===== src/hdl/arpr_pkg.sv =====
// Shared types, constants and field layouts of the address resolution engine.
`timescale 1ns / 1ps
`default_nettype none

package arpr_pkg;

	// Table sizes.
	localparam int CACHE_ENTRIES = 16;
	localparam int PENDING_DEPTH = 16;
	localparam int CACHE_AW = (CACHE_ENTRIES > 1) ? $clog2(CACHE_ENTRIES) : 1;
	localparam int PEND_AW = (PENDING_DEPTH > 1) ? $clog2(PENDING_DEPTH) : 1;
	localparam int PEND_CW = $clog2(PENDING_DEPTH + 1);

	// Fixed values.
	localparam logic [21:0] TIMER_MAX = 22'h3FFFFF;
	localparam logic [15:0] ETHTYPE_IPV4 = 16'h0800;
	localparam logic [15:0] ETHTYPE_ARP = 16'h0806;
	localparam logic [15:0] OPC_REQUEST = 16'd1;
	localparam logic [15:0] OPC_REPLY = 16'd2;
	localparam logic [47:0] MAC_BCAST = 48'hFFFF_FFFF_FFFF;
	localparam logic [19:0] LIFETIME_RST = 20'd30000;
	localparam logic [19:0] HOLD_RST = 20'd5000;

	// Configuration register indexes.
	localparam logic [1:0] REG_MY_MAC = 2'd0;
	localparam logic [1:0] REG_MY_IP = 2'd1;
	localparam logic [1:0] REG_LIFETIME = 2'd2;
	localparam logic [1:0] REG_HOLD = 2'd3;

	// Input commands.
	localparam logic [1:0] CMD_SEND = 2'd0;
	localparam logic [1:0] CMD_RECV = 2'd1;
	localparam logic [1:0] CMD_TICK = 2'd2;

	// Result kinds.
	typedef enum logic [2:0] {
		KIND_FRAME   = 3'd0,
		KIND_REQUEST = 3'd1,
		KIND_REPLY   = 3'd2,
		KIND_DELIVER = 3'd3,
		KIND_DROPPED = 3'd4,
		KIND_NONE    = 3'd5
	} kind_t;

	// Input tdata layout, last field listed in the lowest bits.
	typedef struct packed {
		logic [2:0]  pad;
		logic [19:0] elapsed_ms;
		logic [31:0] arp_target_ip;
		logic [47:0] arp_sender_mac;
		logic [31:0] arp_sender_ip;
		logic [15:0] arp_opcode;
		logic        payload_ok;
		logic [47:0] frame_dst_mac;
		logic [15:0] ethertype;
		logic [15:0] dgram_handle;
		logic [31:0] hop_ip;
	} in_data_t;

	// Output tdata layout, last field listed in the lowest bits.
	typedef struct packed {
		logic [15:0] out_handle;
		logic [31:0] arp_target_addr;
		logic [47:0] dst_mac;
	} out_data_t;

	// One result with its kind.
	typedef struct packed {
		kind_t     kind;
		out_data_t data;
	} result_t;

	// Word of the cache memory.
	typedef struct packed {
		logic [31:0] ip;
		logic [47:0] mac;
		logic [21:0] timer;
	} cache_word_t;

	// Word of the pending queue memory.
	typedef struct packed {
		logic [31:0] ip;
		logic [15:0] handle;
	} pend_word_t;

endpackage

`default_nettype wire


===== src/hdl/arpr_ram.sv =====
// Generic simple dual-port RAM with a registered read port.
`timescale 1ns / 1ps
`default_nettype none

module arpr_ram #(
	parameter int WIDTH = 8,
	parameter int DEPTH = 16
) (
	input  wire logic                                   clk,
	input  wire logic                                   we,
	input  wire logic [((DEPTH > 1) ? $clog2(DEPTH) : 1)-1:0] waddr,
	input  wire logic [WIDTH-1:0]                       wdata,
	input  wire logic [((DEPTH > 1) ? $clog2(DEPTH) : 1)-1:0] raddr,
	output logic      [WIDTH-1:0]                       rdata
);

	logic [WIDTH-1:0] mem [DEPTH];

	// One write and one registered read per cycle.
	always_ff @(posedge clk) begin
		if (we) begin
			mem[waddr] <= wdata;
		end
		rdata <= mem[raddr];
	end

endmodule

`default_nettype wire


===== src/hdl/arp_resolver_with_pending_queue_core.sv =====
// Top level of the address resolution engine with its queue of waiting datagrams.
//
//  channel   | direction | tdata                         | tuser | tlast
//  s_axis    | in        | in_data_t (hop_ip first)      | cmd   | -
//  m_axis    | out       | out_data_t (dst_mac first)    | kind  | last result of an item
//  cfg       | in        | cfg_wdata, index cfg_addr     | -     | -
//
// One item at a time. A lookup walks the cache memory entry by entry, a read state then a
// compare state, until a match or the last entry; a tick reads each entry and writes back
// the aged timer of each valid one; a release walks the pending queue, reading and then
// comparing each queued datagram, and ends with a read state that sets the queue count.
// The cache and queue memories have a registered read port, which paces these walks.
// Reset clears valid and pending marks and the queue count at once; no clearing pass.
// A stalled m_axis holds the engine only when a new result has nowhere to go.
`timescale 1ns / 1ps
`default_nettype none

module arp_resolver_with_pending_queue_core (
	input  wire logic                     clk,
	input  wire logic                     arst_n,
	input  wire logic                     s_axis_tvalid,
	output logic                          s_axis_tready,
	// hop_ip, dgram_handle, ethertype, frame_dst_mac, payload_ok, arp_opcode,
	// arp_sender_ip, arp_sender_mac, arp_target_ip, elapsed_ms, zero fill
	input  wire logic [263:0]             s_axis_tdata,
	// cmd
	input  wire logic [1:0]               s_axis_tuser,
	output logic                          m_axis_tvalid,
	input  wire logic                     m_axis_tready,
	// dst_mac, arp_target_addr, out_handle
	output logic      [95:0]              m_axis_tdata,
	// kind
	output logic      [2:0]               m_axis_tuser,
	output logic                          m_axis_tlast,
	input  wire logic                     cfg_we,
	input  wire logic [1:0]               cfg_addr,
	input  wire logic [47:0]              cfg_wdata
);

	import arpr_pkg::*;

	typedef enum logic [12:0] {
		ST_IDLE      = 13'b0000000000001,
		ST_LK_RD     = 13'b0000000000010,
		ST_LK_CMP    = 13'b0000000000100,
		ST_SEND_ACT  = 13'b0000000001000,
		ST_PUSH      = 13'b0000000010000,
		ST_ARP_LEARN = 13'b0000000100000,
		ST_ARP_REPLY = 13'b0000001000000,
		ST_REL_RD    = 13'b0000010000000,
		ST_REL_CMP   = 13'b0000100000000,
		ST_DELIVER   = 13'b0001000000000,
		ST_TK_RD     = 13'b0010000000000,
		ST_TK_WR     = 13'b0100000000000,
		ST_FINISH    = 13'b1000000000000
	} state_t;

	state_t state_q;

	// Configuration registers.
	logic [47:0] my_mac_q;
	logic [31:0] my_ip_q;
	logic [19:0] lifetime_q;
	logic [19:0] hold_q;

	// Item being worked on.
	in_data_t    in_q;
	in_data_t    in_d;
	logic [1:0]  cmd_q;
	logic [31:0] key_q;

	// Cache flags and walk state.
	logic [CACHE_ENTRIES-1:0] valid_q;
	logic [CACHE_ENTRIES-1:0] pend_q;
	logic [CACHE_AW-1:0]      idx_q;
	logic                     hit_q;
	logic [CACHE_AW-1:0]      hit_idx_q;
	logic                     hit_pend_q;
	logic [47:0]              hit_mac_q;
	logic                     learned_q;

	// Queue state.
	logic [PEND_CW-1:0] count_q;
	logic [PEND_CW-1:0] rel_i_q;
	logic [PEND_CW-1:0] rel_k_q;

	// Held result and output register.
	logic    hold_v_q;
	result_t held_q;
	logic    m_valid_q;
	result_t m_res_q;
	logic    m_last_q;

	// Memory ports.
	logic                cache_we;
	logic [CACHE_AW-1:0] cache_waddr;
	cache_word_t         cache_wdata;
	cache_word_t         cache_rdata;
	logic                pq_we;
	logic [PEND_AW-1:0]  pq_waddr;
	pend_word_t          pq_wdata;
	pend_word_t          pq_rdata;

	// Decisions.
	logic                free_found;
	logic [CACHE_AW-1:0] free_idx;
	logic                lk_match;
	logic                idx_last;
	logic                emit_req;
	result_t             emit_rec;
	logic                out_free;
	logic                emit_ok;
	logic                go;
	logic                out_load;
	logic                send_alloc;
	logic                learn_ok;
	logic                rel_match;
	logic [22:0]         tk_sum;
	logic [21:0]         tk_time;
	logic [19:0]         tk_limit;
	logic                tk_expire;

	assign in_d = in_data_t'(s_axis_tdata);

	arpr_ram #(.WIDTH($bits(cache_word_t)), .DEPTH(CACHE_ENTRIES)) u_cache_ram (
		.clk   (clk),
		.we    (cache_we),
		.waddr (cache_waddr),
		.wdata (cache_wdata),
		.raddr (idx_q),
		.rdata (cache_rdata)
	);

	arpr_ram #(.WIDTH($bits(pend_word_t)), .DEPTH(PENDING_DEPTH)) u_pend_ram (
		.clk   (clk),
		.we    (pq_we),
		.waddr (pq_waddr),
		.wdata (pq_wdata),
		.raddr (rel_i_q[PEND_AW-1:0]),
		.rdata (pq_rdata)
	);

	// Lowest free cache entry.
	always_comb begin
		free_found = 1'b0;
		free_idx = '0;
		for (int i = CACHE_ENTRIES - 1; i >= 0; i--) begin
			if (!valid_q[i]) begin
				free_found = 1'b1;
				free_idx = CACHE_AW'(i);
			end
		end
	end

	assign lk_match = valid_q[idx_q] && (cache_rdata.ip == key_q);
	assign idx_last = (idx_q == CACHE_AW'(CACHE_ENTRIES - 1));
	assign rel_match = (pq_rdata.ip == in_q.arp_sender_ip);
	assign learn_ok = hit_q || free_found;
	assign send_alloc = !(hit_q && !hit_pend_q) && (count_q < PEND_CW'(PENDING_DEPTH))
		&& !hit_q && free_found;

	// Aging of one entry during a tick.
	assign tk_sum = {1'b0, cache_rdata.timer} + {3'b000, in_q.elapsed_ms};
	assign tk_time = tk_sum[22] ? TIMER_MAX : tk_sum[21:0];
	assign tk_limit = pend_q[idx_q] ? hold_q : lifetime_q;
	assign tk_expire = tk_time >= {2'b00, tk_limit};

	// Result that the current state wants to produce.
	always_comb begin
		emit_req = 1'b0;
		emit_rec = '{kind: KIND_NONE, data: '0};
		case (state_q)
			ST_SEND_ACT: begin
				if (hit_q && !hit_pend_q) begin
					emit_req = 1'b1;
					emit_rec = '{kind: KIND_FRAME,
						data: '{out_handle: in_q.dgram_handle, arp_target_addr: '0,
							dst_mac: hit_mac_q}};
				end else if (count_q >= PEND_CW'(PENDING_DEPTH) || (!hit_q && !free_found)) begin
					emit_req = 1'b1;
					emit_rec = '{kind: KIND_DROPPED,
						data: '{out_handle: in_q.dgram_handle, arp_target_addr: '0,
							dst_mac: '0}};
				end else if (!hit_q) begin
					emit_req = 1'b1;
					emit_rec = '{kind: KIND_REQUEST,
						data: '{out_handle: '0, arp_target_addr: key_q, dst_mac: MAC_BCAST}};
				end
			end
			ST_ARP_LEARN: begin
				if (!learn_ok) begin
					emit_req = 1'b1;
					emit_rec = '{kind: KIND_DROPPED,
						data: '{out_handle: '0, arp_target_addr: in_q.arp_sender_ip,
							dst_mac: in_q.arp_sender_mac}};
				end
			end
			ST_ARP_REPLY: begin
				if (in_q.arp_opcode == OPC_REQUEST && in_q.arp_target_ip == my_ip_q) begin
					emit_req = 1'b1;
					emit_rec = '{kind: KIND_REPLY,
						data: '{out_handle: '0, arp_target_addr: in_q.arp_sender_ip,
							dst_mac: in_q.arp_sender_mac}};
				end
			end
			ST_REL_CMP: begin
				if (rel_match) begin
					emit_req = 1'b1;
					emit_rec = '{kind: KIND_FRAME,
						data: '{out_handle: pq_rdata.handle, arp_target_addr: '0,
							dst_mac: in_q.arp_sender_mac}};
				end
			end
			ST_DELIVER: begin
				emit_req = 1'b1;
				emit_rec = '{kind: KIND_DELIVER,
					data: '{out_handle: in_q.dgram_handle, arp_target_addr: '0, dst_mac: '0}};
			end
			default: begin
				emit_req = 1'b0;
			end
		endcase
	end

	assign out_free = !m_valid_q || m_axis_tready;
	assign emit_ok = !hold_v_q || out_free;
	assign go = !(emit_req && !emit_ok);
	assign out_load = (go && emit_req && hold_v_q)
		|| (!(go && emit_req) && state_q == ST_FINISH && out_free);

	// Cache memory writes.
	always_comb begin
		cache_we = 1'b0;
		cache_waddr = idx_q;
		cache_wdata = '{ip: in_q.arp_sender_ip, mac: in_q.arp_sender_mac, timer: '0};
		case (state_q)
			ST_SEND_ACT: begin
				cache_we = go && send_alloc;
				cache_waddr = free_idx;
				cache_wdata = '{ip: key_q, mac: '0, timer: '0};
			end
			ST_ARP_LEARN: begin
				cache_we = go && learn_ok;
				cache_waddr = hit_q ? hit_idx_q : free_idx;
			end
			ST_TK_WR: begin
				cache_we = 1'b1;
				cache_wdata = '{ip: cache_rdata.ip, mac: cache_rdata.mac, timer: tk_time};
			end
			default: begin
				cache_we = 1'b0;
			end
		endcase
	end

	// Queue memory writes: append on a send, compact during a release.
	always_comb begin
		pq_we = 1'b0;
		pq_waddr = count_q[PEND_AW-1:0];
		pq_wdata = '{ip: key_q, handle: in_q.dgram_handle};
		case (state_q)
			ST_PUSH: begin
				pq_we = 1'b1;
			end
			ST_REL_CMP: begin
				pq_we = !rel_match;
				pq_waddr = rel_k_q[PEND_AW-1:0];
				pq_wdata = pq_rdata;
			end
			default: begin
				pq_we = 1'b0;
			end
		endcase
	end

	// Configuration writes.
	always_ff @(posedge clk or negedge arst_n) begin
		if (!arst_n) begin
			my_mac_q <= '0;
			my_ip_q <= '0;
			lifetime_q <= LIFETIME_RST;
			hold_q <= HOLD_RST;
		end else if (cfg_we) begin
			case (cfg_addr)
				REG_MY_MAC:   my_mac_q <= cfg_wdata;
				REG_MY_IP:    my_ip_q <= cfg_wdata[31:0];
				REG_LIFETIME: lifetime_q <= cfg_wdata[19:0];
				REG_HOLD:     hold_q <= cfg_wdata[19:0];
				default:      my_ip_q <= my_ip_q;
			endcase
		end
	end

	// Item payload capture.
	always_ff @(posedge clk) begin
		if (state_q == ST_IDLE && s_axis_tvalid) begin
			in_q <= in_d;
			key_q <= (s_axis_tuser == CMD_SEND) ? in_d.hop_ip : in_d.arp_sender_ip;
		end
		if (state_q == ST_LK_CMP && lk_match) begin
			hit_idx_q <= idx_q;
			hit_pend_q <= pend_q[idx_q];
			hit_mac_q <= cache_rdata.mac;
		end
		if (go && emit_req) begin
			held_q <= emit_rec;
		end
	end

	// Sequencer.
	always_ff @(posedge clk or negedge arst_n) begin
		if (!arst_n) begin
			state_q <= ST_IDLE;
			cmd_q <= CMD_SEND;
			valid_q <= '0;
			pend_q <= '0;
			idx_q <= '0;
			hit_q <= 1'b0;
			learned_q <= 1'b0;
			count_q <= '0;
			rel_i_q <= '0;
			rel_k_q <= '0;
		end else begin
			case (state_q)
				ST_IDLE: begin
					if (s_axis_tvalid) begin
						cmd_q <= s_axis_tuser;
						idx_q <= '0;
						hit_q <= 1'b0;
						case (s_axis_tuser)
							CMD_SEND: state_q <= ST_LK_RD;
							CMD_RECV: begin
								if (in_d.ethertype == ETHTYPE_IPV4
									&& in_d.frame_dst_mac == my_mac_q
									&& in_d.payload_ok) begin
									state_q <= ST_DELIVER;
								end else if (in_d.ethertype == ETHTYPE_ARP
									&& in_d.payload_ok) begin
									state_q <= ST_LK_RD;
								end else begin
									state_q <= ST_FINISH;
								end
							end
							CMD_TICK: state_q <= ST_TK_RD;
							default:  state_q <= ST_FINISH;
						endcase
					end
				end
				ST_LK_RD: begin
					state_q <= ST_LK_CMP;
				end
				ST_LK_CMP: begin
					if (lk_match || idx_last) begin
						hit_q <= lk_match;
						state_q <= (cmd_q == CMD_SEND) ? ST_SEND_ACT : ST_ARP_LEARN;
					end else begin
						idx_q <= idx_q + 1'b1;
						state_q <= ST_LK_RD;
					end
				end
				ST_SEND_ACT: begin
					if (go) begin
						if (send_alloc) begin
							valid_q[free_idx] <= 1'b1;
							pend_q[free_idx] <= 1'b1;
							state_q <= ST_PUSH;
						end else if (hit_q && hit_pend_q
							&& count_q < PEND_CW'(PENDING_DEPTH)) begin
							state_q <= ST_PUSH;
						end else begin
							state_q <= ST_FINISH;
						end
					end
				end
				ST_PUSH: begin
					count_q <= count_q + 1'b1;
					state_q <= ST_FINISH;
				end
				ST_ARP_LEARN: begin
					if (go) begin
						learned_q <= learn_ok;
						if (learn_ok) begin
							valid_q[cache_waddr] <= 1'b1;
							pend_q[cache_waddr] <= 1'b0;
						end
						state_q <= ST_ARP_REPLY;
					end
				end
				ST_ARP_REPLY: begin
					if (go) begin
						rel_i_q <= '0;
						rel_k_q <= '0;
						state_q <= learned_q ? ST_REL_RD : ST_FINISH;
					end
				end
				ST_REL_RD: begin
					if (rel_i_q == count_q) begin
						count_q <= rel_k_q;
						state_q <= ST_FINISH;
					end else begin
						state_q <= ST_REL_CMP;
					end
				end
				ST_REL_CMP: begin
					if (go) begin
						if (!rel_match) begin
							rel_k_q <= rel_k_q + 1'b1;
						end
						rel_i_q <= rel_i_q + 1'b1;
						state_q <= ST_REL_RD;
					end
				end
				ST_DELIVER: begin
					if (go) begin
						state_q <= ST_FINISH;
					end
				end
				ST_TK_RD: begin
					if (valid_q[idx_q]) begin
						state_q <= ST_TK_WR;
					end else if (idx_last) begin
						state_q <= ST_FINISH;
					end else begin
						idx_q <= idx_q + 1'b1;
					end
				end
				ST_TK_WR: begin
					if (tk_expire) begin
						valid_q[idx_q] <= 1'b0;
						pend_q[idx_q] <= 1'b0;
					end
					if (idx_last) begin
						state_q <= ST_FINISH;
					end else begin
						idx_q <= idx_q + 1'b1;
						state_q <= ST_TK_RD;
					end
				end
				ST_FINISH: begin
					if (out_free) begin
						state_q <= ST_IDLE;
					end
				end
				default: begin
					state_q <= ST_IDLE;
				end
			endcase
		end
	end

	// Result holding and output register: a held result goes out once the next one
	// arrives, or with last set when the item is done.
	always_ff @(posedge clk or negedge arst_n) begin
		if (!arst_n) begin
			hold_v_q <= 1'b0;
			m_valid_q <= 1'b0;
		end else begin
			if (go && emit_req) begin
				hold_v_q <= 1'b1;
			end else if (state_q == ST_FINISH && out_free) begin
				hold_v_q <= 1'b0;
			end
			if (out_load) begin
				m_valid_q <= 1'b1;
			end else if (m_axis_tready) begin
				m_valid_q <= 1'b0;
			end
		end
	end

	// Output payload.
	always_ff @(posedge clk) begin
		if (go && emit_req && hold_v_q) begin
			m_res_q <= held_q;
			m_last_q <= 1'b0;
		end else if (!(go && emit_req) && state_q == ST_FINISH && out_free) begin
			m_res_q <= hold_v_q ? held_q : '{kind: KIND_NONE, data: '0};
			m_last_q <= 1'b1;
		end
	end

	assign s_axis_tready = (state_q == ST_IDLE);
	assign m_axis_tvalid = m_valid_q;
	assign m_axis_tdata = m_res_q.data;
	assign m_axis_tuser = m_res_q.kind;
	assign m_axis_tlast = m_last_q;

endmodule

`default_nettype wire


===== config.mk =====
export PLATFORM = sky130hd
export DESIGN_NAME = arp_resolver_with_pending_queue_core
export DESIGN_NICKNAME = d
export VERILOG_FILES = /design/src/hdl/arpr_pkg.sv /design/src/hdl/arpr_ram.sv /design/src/hdl/arp_resolver_with_pending_queue_core.sv
export SDC_FILE = /design/constraint.sdc
export NUM_CORES = 2
export LEC_CHECK = 0
export ABC_AREA = 1
export CORE_UTILIZATION = 45
export CTS_CLUSTER_SIZE = 40
export DETAILED_ROUTE_END_ITERATION = 16
export DONT_BUFFER_PORTS = 1
export GPL_TIMING_DRIVEN = 0
export PLACE_DENSITY = 0.65
export SLEW_MARGIN = 20
export SYNTH_ARGS = -nofsm -noshare
export SYNTH_HDL_FRONTEND = slang
export SYNTH_SLANG_ARGS = --single-unit

===== constraint.sdc =====
create_clock -name clk -period 18.53 [get_ports clk]
set_input_delay 0.9265 -clock clk [delete_from_list [all_inputs] [get_ports clk]]
set_output_delay 0.9265 -clock clk [all_outputs]
set_load 0.03 [all_outputs]

## Word-level counts from Yosys, hierarchy flattened

Memory sizes are Yosys's and may differ from the RTL's. A register that Yosys moved wholly into a read port is not among the register bits.
Cells that the tools add are included.
Widths: inputs -> output; s select.

| cells by class | value |
|---|---|
| add/subtract/negate cells | 5 |
| magnitude comparators | 9 |
| equal/unequal tests | 43 |
| muxes and demuxes | 125 |
| bitwise logic cells | 9 |
| reductions and logical operators | 65 |

Operators with widths:

| cell | number |
|---|---|
| $mux 99 | 8 |
| $pmux 99 s5 | 1 |
| $mux 13 | 16 |
| $pmux 102 s2 | 1 |
| $pmux 13 s13 | 1 |
| $mux 16 | 10 |
| $mux 97 | 1 |
| $eq 32x32->1 | 3 |
| $pmux 16 s3 | 2 |
| $mux 4 | 22 |
| $and 16x16->16 | 3 |
| $eq 48x48->1 | 1 |
| $mux 48 | 1 |
| $or 16x16->16 | 3 |
| $pmux 13 s3 | 1 |
| $mux 1 | 37 |
| $eq 16x12->1 const B | 2 |
| $mux 32 | 1 |
| $not 16->16 | 2 |
| $pmux 5 s2 | 3 |
| $ne 2x2->1 const B | 14 |
| $logic_and 1x1->1 | 25 |
| $mux 5 | 5 |
| $add 22x20->23 | 1 |
| 49 further kinds | 92 |

| word-level totals | value |
|---|---|
| bits in registers | 638 |
| RAM bits | 2400 |
| output and inout bits | 102 |
| word-level logic and storage cells | 293 |
| memories | 2 |

Memories:

| memory | depth | width | read ports | clocked after Yosys merged registers in | wr ports | RTL line | text |
|---|---|---|---|---|---|---|---|
| u_cache_ram.mem | 16 | 102 | 1 | 1 | 1 | arpr_ram.sv:17 | `logic [WIDTH-1:0] mem [DEPTH];` |
| u_pend_ram.mem | 16 | 48 | 1 | 1 | 1 | arpr_ram.sv:17 |  |

## Logic depth before layout (Yosys ltp)

| depth | value |
|---|---|
| depth after elaboration | 30 |
| mapped depth | 31 |

## By module

From an unflattened synthesis, not the netlist that was laid out.

| second synthesis, totals | value |
|---|---|
| cells, all modules | 13071 |
| area, all modules | 136811.2 sq um |

Modules (own cells, without submodules):

| module | times used | cells an instance | area an instance (sq um) | seq. area each (sq um) |
|---|---|---|---|---|
| arpr_ram (u_cache_ram) | 1 | 6693 | 71598.7 | 51049.0 |
| arpr_ram (u_pend_ram) | 1 | 3165 | 33988.8 | 24023.0 |
| arp_resolver_with_pending_queue_core | 1 | 3213 | 31223.7 | 18213.7 |

## Least setup slack after synthesis

No wires, ideal clock.

| timing path | value |
|---|---|
| path type | flip-flop to flip-flop |
| start | register state_q[9] |
| end | register cmd_q[0] |
| setup time | 0.124 ns |
| data arrival time | 10.439 ns |
| data required time | 18.406 ns |
| path slack | 7.966 ns |
| cell stages (with the launch flop) | 10 |
| buffers on the path | 0 |
| period minus slack after synthesis | 10.564 ns |
| cells stage by stage | dfrtp_1 -> nor2_2 -> nand2_2 -> nor2_4 -> inv_1 -> nor2_1 -> nand2_1 -> nor2_1 -> inv_1 -> o21ai_0 |

| between the ends | value |
|---|---|
| word-level cells in the longest chain between the ends | 2 |

RTL lines:

| what | RTL line | text |
|---|---|---|
| start: declaration | arp_resolver_with_pending_queue_core.sv:58 | `state_t state_q;` |
| start signal: assignment | arp_resolver_with_pending_queue_core.sv:355 | `state_q <= (cmd_q == CMD_SEND) ? ST_SEND_ACT : ST_ARP_LEARN;` |
| start signal: assignment | arp_resolver_with_pending_queue_core.sv:393 | `state_q <= learned_q ? ST_REL_RD : ST_FINISH;` |
| $eq 13x1->1 | arp_resolver_with_pending_queue_core.sv:324 | `case (state_q)` |
| $reduce_and 2->1 (no line) | n/a |  |
| end signal: assignment | arp_resolver_with_pending_queue_core.sv:327 | `cmd_q <= s_axis_tuser;` |
| end: declaration | arp_resolver_with_pending_queue_core.sv:69 | `logic [1:0] cmd_q;` |

Every way passes these cells.
A chain may end at the register's enable or synchronous reset.

## Final worst setup path

| timing path | value |
|---|---|
| start | register in_q[241] (netlist name) |
| end | register pend_q[0] |

| between the ends | value |
|---|---|
| word-level cells in the longest chain between the ends | 5 |

RTL lines:

| what | RTL line | text |
|---|---|---|
| start: declaration | arp_resolver_with_pending_queue_core.sv:67 | `in_data_t in_q;` |
| start signal: assignment | arp_resolver_with_pending_queue_core.sv:297 | `in_q <= in_d;` |
| $add 22x20->23 | arp_resolver_with_pending_queue_core.sv:163 | `assign tk_sum = {1'b0, cache_rdata.timer} + {3'b000, in_q.elapsed_ms};` |
| $mux 22 | arp_resolver_with_pending_queue_core.sv:164 | `assign tk_time = tk_sum[22] ? TIMER_MAX : tk_sum[21:0];` |
| $ge 22x20->1 | arp_resolver_with_pending_queue_core.sv:166 | `assign tk_expire = tk_time >= {2'b00, tk_limit};` |
| $ne 2x2->1 (no line) | n/a |  |
| $reduce_and 6->1 (no line) | n/a |  |
| end signal: assignment | arp_resolver_with_pending_queue_core.sv:316 | `pend_q <= '0;` |
| end signal: indexed assignment | arp_resolver_with_pending_queue_core.sv:365 | `pend_q[free_idx] <= 1'b1;` |
| end signal: indexed assignment | arp_resolver_with_pending_queue_core.sv:384 | `pend_q[cache_waddr] <= 1'b0;` |
| end: declaration | arp_resolver_with_pending_queue_core.sv:74 | `logic [CACHE_ENTRIES-1:0] pend_q;` |

Every way passes these cells.

==> impl_metrics.yaml <==
worst_setup_path:
  internal_reg_to_reg_setup_slack_ns: 12.46
  type_of_element_capturing_the_critical_path: "register"
  setup.worst_path.start_class: "register"
  worst_ep_required_time_ns: 19.29
  highest_net_fanout_along_the_worst_path: 10
  path_class: "reg -> reg"
  timing.critical_path.from: "in_q[241]"
  max_stage_delay_ns: 0.49
  critical-path-slowest-cell: "sky130_fd_sc_hd__edfxtp_1"
  count_of_buffer_and_inverter_cells_on_the_critical_path: 5
  timing.critical_path.mode_cell: "sky130_fd_sc_hd__nand2_1"
  worst_r2r_startpoint: "in_q[241]"
  crit_family: "simple AND/OR/NAND/NOR gates"
  cp_data_arrival_time_ns: 6.83
synthesis:
  postSynth.asyncResetShare: 0.0596
  synth_cell_type_count: 68
  synthesis.nets: 10256
  muxShareOfSynthArea: 0.00539
  postSynth.topFlopCell: "sky130_fd_sc_hd__edfxtp_1"
  synthXorXnorAreaFrac: 0.00742
  flip_flop_and_latch_count_after_synthesis: 3188
  synth_top_family_by_area: "compound AO/OA/AOI/OAI gates"
  syn_inst: 9887
  ys_top_cells_by_area: "sky130_fd_sc_hd__edfxtp_1 68%, sky130_fd_sc_hd__o21ai_0 6.2%, sky130_fd_sc_hd__nor2_1 4.1%"
  synthesis.area_per_instance_um2: 12.7
  synthesis.yosys.warnings: 0
  yosys.area_share.adder: 0.00486
  synthSimpleGateAreaFrac: 0.0997
  post_synthesis_cell_area_mm2: 0.125
  synth_compound_area_frac: 0.106
  synth_top_cell_by_area: "sky130_fd_sc_hd__edfxtp_1"
  count_of_flip_flops_with_a_built_in_enable_after_synthesis: 2847
  synth_largest_type_area_fraction: 0.683
  synth.yosys.seq_area_share: 0.746
timing:
  worst_clock_skew_ns: 0.106
  worst_pin_slew_ns: 1.23
  final_max_slew_viol_count: 0
  final_hold_viol_count: 0
  timing.fmax_mhz: 165
  fin_setup_tns_ns: 0
  final_min_period_over_clock_period: 0.328
  worst_slack_ns: 12.46
  rsz0062_at_grt: "no"
  relSlewSlack: 0.175
  fin_crit_ns: 6.07
  setup_viol: 0
place:
  routabilityCongestion: 0.925
  dp_worst_setup_slack_ns: 12.65
  port_buffers: 0
  hpwlAfterDp_mm: 300
global_route:
  first_pass_grt_wire_length_mm: 587
  antenna_found_initial: 32
  groute.usage.overall: 0.292
  grt_remaining_overflow: 0
  largest_net_degree_at_the_start_of_global_routing: 191
  grt_pass1_vias: 82744
die:
  placementRows: 193
  top_level_ports: 423
  die_outline_height_um: 529
  coreArea_mm2: 0.276
  die_width_um: 529
  start_util: 0.452
  fp.dieArea_mm2: 0.280
routing:
  detailroute.via_count: 86884
  drt_iter0_drc: 12655
  avgRoutedWirePerCell_um: 28.8
  firstDrtPassIters: 6
  route.detailed.vias_per_inst: 5.98
  ant_nets: 0
  route.final.wire_length_mm: 419
  remaining_drc_errors: 0
layout:
  multiInputGateArea_mm2: 0.0284
  final_nets: 10900
  final_layout_size_suffix_gt1_frac: 0.0961
  final.fill_count: 23045
  syn2layout_area_growth_pct: 15.9
  area_taken_by_flip_flops_and_latches_mm2: 0.0933
pwr:
  power_leakage_uw: 0.0506
  peakVddDrop_uv: 176
  powerDensity_mw_per_mm2: 147
clock_tree:
  postCtsHoldBufs: 1
  clock_insertion_delay_worst_skew_ns: 0.96
  cts_tree: "done"
  ctsLongestPathBuffers: 4
  clk_root_buffer_cell: "sky130_fd_sc_hd__clkbuf_16"
  postCtsSetupRepairBufs: 0
  total_cts_buffers: 329
  ctsHtreeMaxLevel: 5
  number_of_gates_resized_after_cts: 0
  clock_pin_slew_on_the_worst_setup_and_hold_paths_ns: 0.06
  clkSinkCount: 3188
hold_path:
  hold_path_startpoint: "s_axis_tdata[168]"
  worstHoldPathType: "in -> reg"
job:
  cap_viol_max_count: 0
status:
  status: "completed"
[final cells by class]
cell class / instances / share of cell area
well taps: 3705 / 0.0320
multi-input cells: 5687 / 0.196
diodes: 30 / 0.000518
repair buffers: 313 / 0.0285
plain buffers: 577 / 0.0156
inverters: 435 / 0.0114
clock buffers: 426 / 0.0609
flip-flops and latches: 3188 / 0.644
clock inverters: 180 / 0.0118
[Yosys cell counts, types with 4 or more instances]
cell,number
sky130_fd_sc_hd__o21ai_1,19
sky130_fd_sc_hd__or2_2,11
sky130_fd_sc_hd__nor2_4,4
sky130_fd_sc_hd__and3_1,4
sky130_fd_sc_hd__a31oi_1,7
sky130_fd_sc_hd__a32o_1,7
sky130_fd_sc_hd__dfrtp_1,177
sky130_fd_sc_hd__buf_1,21
sky130_fd_sc_hd__a211oi_1,7
sky130_fd_sc_hd__mux2_2,43
sky130_fd_sc_hd__ha_1,47
sky130_fd_sc_hd__nor3_1,34
sky130_fd_sc_hd__inv_1,419
sky130_fd_sc_hd__buf_2,17
sky130_fd_sc_hd__o31ai_1,4
sky130_fd_sc_hd__o22ai_1,569
sky130_fd_sc_hd__inv_2,6
sky130_fd_sc_hd__edfxtp_1,2847
sky130_fd_sc_hd__o211ai_1,46
sky130_fd_sc_hd__nand2_2,7
sky130_fd_sc_hd__nor2_2,7
sky130_fd_sc_hd__a21oi_1,61
sky130_fd_sc_hd__clkbuf_1,536
sky130_fd_sc_hd__nand4_1,139
sky130_fd_sc_hd__nand3_1,165
sky130_fd_sc_hd__xnor2_1,51
sky130_fd_sc_hd__clkinv_1,7
sky130_fd_sc_hd__o21ai_0,1555
sky130_fd_sc_hd__nor4_1,23
sky130_fd_sc_hd__xor2_1,55
sky130_fd_sc_hd__nor2_1,1383
sky130_fd_sc_hd__dfxtp_1,151
sky130_fd_sc_hd__mux2i_1,19
sky130_fd_sc_hd__nand2_1,1285
sky130_fd_sc_hd__o221ai_1,82
sky130_fd_sc_hd__dfstp_2,13
sky130_fd_sc_hd__o21ai_2,4
sky130_fd_sc_hd__a21o_1,8
[worst reg2reg max path, delay by kind of cell (launching register included)]
family | cells | cell delay (ns)
AO/OA/AOI/OAI | 6 | 0.77
buffers and inverters | 5 | 1.41
flip-flops | 1 | 0.49
adder cells (fa/ha/maj) | 3 | 1.17
AND/OR/NAND/NOR | 15 | 2.09
[final timing paths]
path,endpoint,cells after the start
max,pend_q[0],29
min,in_q[168],0
max reg2reg,pend_q[0],29
min reg2reg,hit_mac_q[32],0
max in group asynchronous,my_mac_q[22],1
min in group asynchronous,lifetime_q[9],1
[metal layers]
layer | wire length [um] | global-route usage | up-vias
li1 | - | - | 37266
met1 | 159000 | 0.388 | 43132
met2 | 188000 | 0.447 | 5587
met3 | 48800 | 0.0721 | 881
met4 | 22500 | 0.147 | 18
met5 | 126 | 0 | -
[stage by stage]
stage / total power [uW] / std cells / area [um2] / utilization / hold WS, ns
after floorplan: 12100 / 9887 / 125000 / - / 0.409
after global placement: 14500 / 13592 / 130000 / 0.469 / 0.411
after detailed placement: 14700 / 13903 / 134000 / 0.486 / 0.415
after CTS: 21100 / 14510 / 145000 / 0.524 / 0.0229
after global routing: 21900 / 14522 / 145000 / 0.524 / 0.0398
final: 21300 / 14541 / 145000 / 0.524 / 0.0658
[cells by family (layout without fill, tap and decap cells)]
group / Yosys count / count (layout)
and+or+nand+nor: 3081 / 3081
muxes: 62 / 62
buffers and inverters: 1012 / 1931
adders and majority gates: 48 / 48
other: 0 / 30
DFF: 3188 / 3188
AOI/OAI and AO/OA: 2390 / 2390
xor gates and xnor gates: 106 / 106
[where the power goes]
group	internal, uW	leakage [uW]	total [uW]	switching [uW]
combinational	1350	0.0157	5420	4060
sequential	8860	0.0297	9350	489
clock	3660	0.00513	6510	2850
[layout by cell type (no fill, tap or decap), types with 12 or more instances in the layout]
cell                           n
sky130_fd_sc_hd__edfxtp_1   2847
sky130_fd_sc_hd__o21ai_0    1477
sky130_fd_sc_hd__nor2_1     1354
sky130_fd_sc_hd__nand2_1    1284
sky130_fd_sc_hd__clkbuf_1    571
sky130_fd_sc_hd__o22ai_1     569
sky130_fd_sc_hd__inv_1       418
sky130_fd_sc_hd__clkbuf_16   330
sky130_fd_sc_hd__buf_4       182
sky130_fd_sc_hd__dfrtp_1     177
sky130_fd_sc_hd__nand3_1     165
sky130_fd_sc_hd__dfxtp_1     151
sky130_fd_sc_hd__nand4_1     139
sky130_fd_sc_hd__o21ai_1      79
sky130_fd_sc_hd__o221ai_1     77
sky130_fd_sc_hd__clkinv_1     66
sky130_fd_sc_hd__clkinv_2     60
sky130_fd_sc_hd__xor2_1       55
sky130_fd_sc_hd__buf_12       52
sky130_fd_sc_hd__xnor2_1      51
sky130_fd_sc_hd__a21oi_1      51
sky130_fd_sc_hd__buf_16       50
sky130_fd_sc_hd__ha_1         47
sky130_fd_sc_hd__o211ai_1     46
sky130_fd_sc_hd__mux2_2       43
sky130_fd_sc_hd__clkbuf_2     40
sky130_fd_sc_hd__diode_2      30
sky130_fd_sc_hd__nor2_4       30
sky130_fd_sc_hd__buf_6        28
sky130_fd_sc_hd__nor3_1       26
sky130_fd_sc_hd__nor4_1       23
sky130_fd_sc_hd__buf_2        22
sky130_fd_sc_hd__o21ai_2      22
sky130_fd_sc_hd__clkbuf_8     21
sky130_fd_sc_hd__mux2i_1      19
sky130_fd_sc_hd__bufinv_16    19
sky130_fd_sc_hd__buf_1        16
sky130_fd_sc_hd__dfstp_2      13
sky130_fd_sc_hd__inv_6        12
[registers in the layout, indices dropped and copies added (netlist names), 20 cells and up]
| name | count |
|---|---|
| m_axis_tdata | 96 |
| held_q | 99 |
| my_ip_q | 32 |
| u_cache_ram.rdata | 102 |
| hit_mac_q | 48 |
| my_mac_q | 48 |
| hold_q | 20 |
| u_pend_ram.rdata | 48 |
| key_q | 32 |
| lifetime_q | 20 |
| in_q | 164 |
| u_pend_ram.mem | 768 |
| u_cache_ram.mem | 1632 |
(Power assumes the default switching activity.)
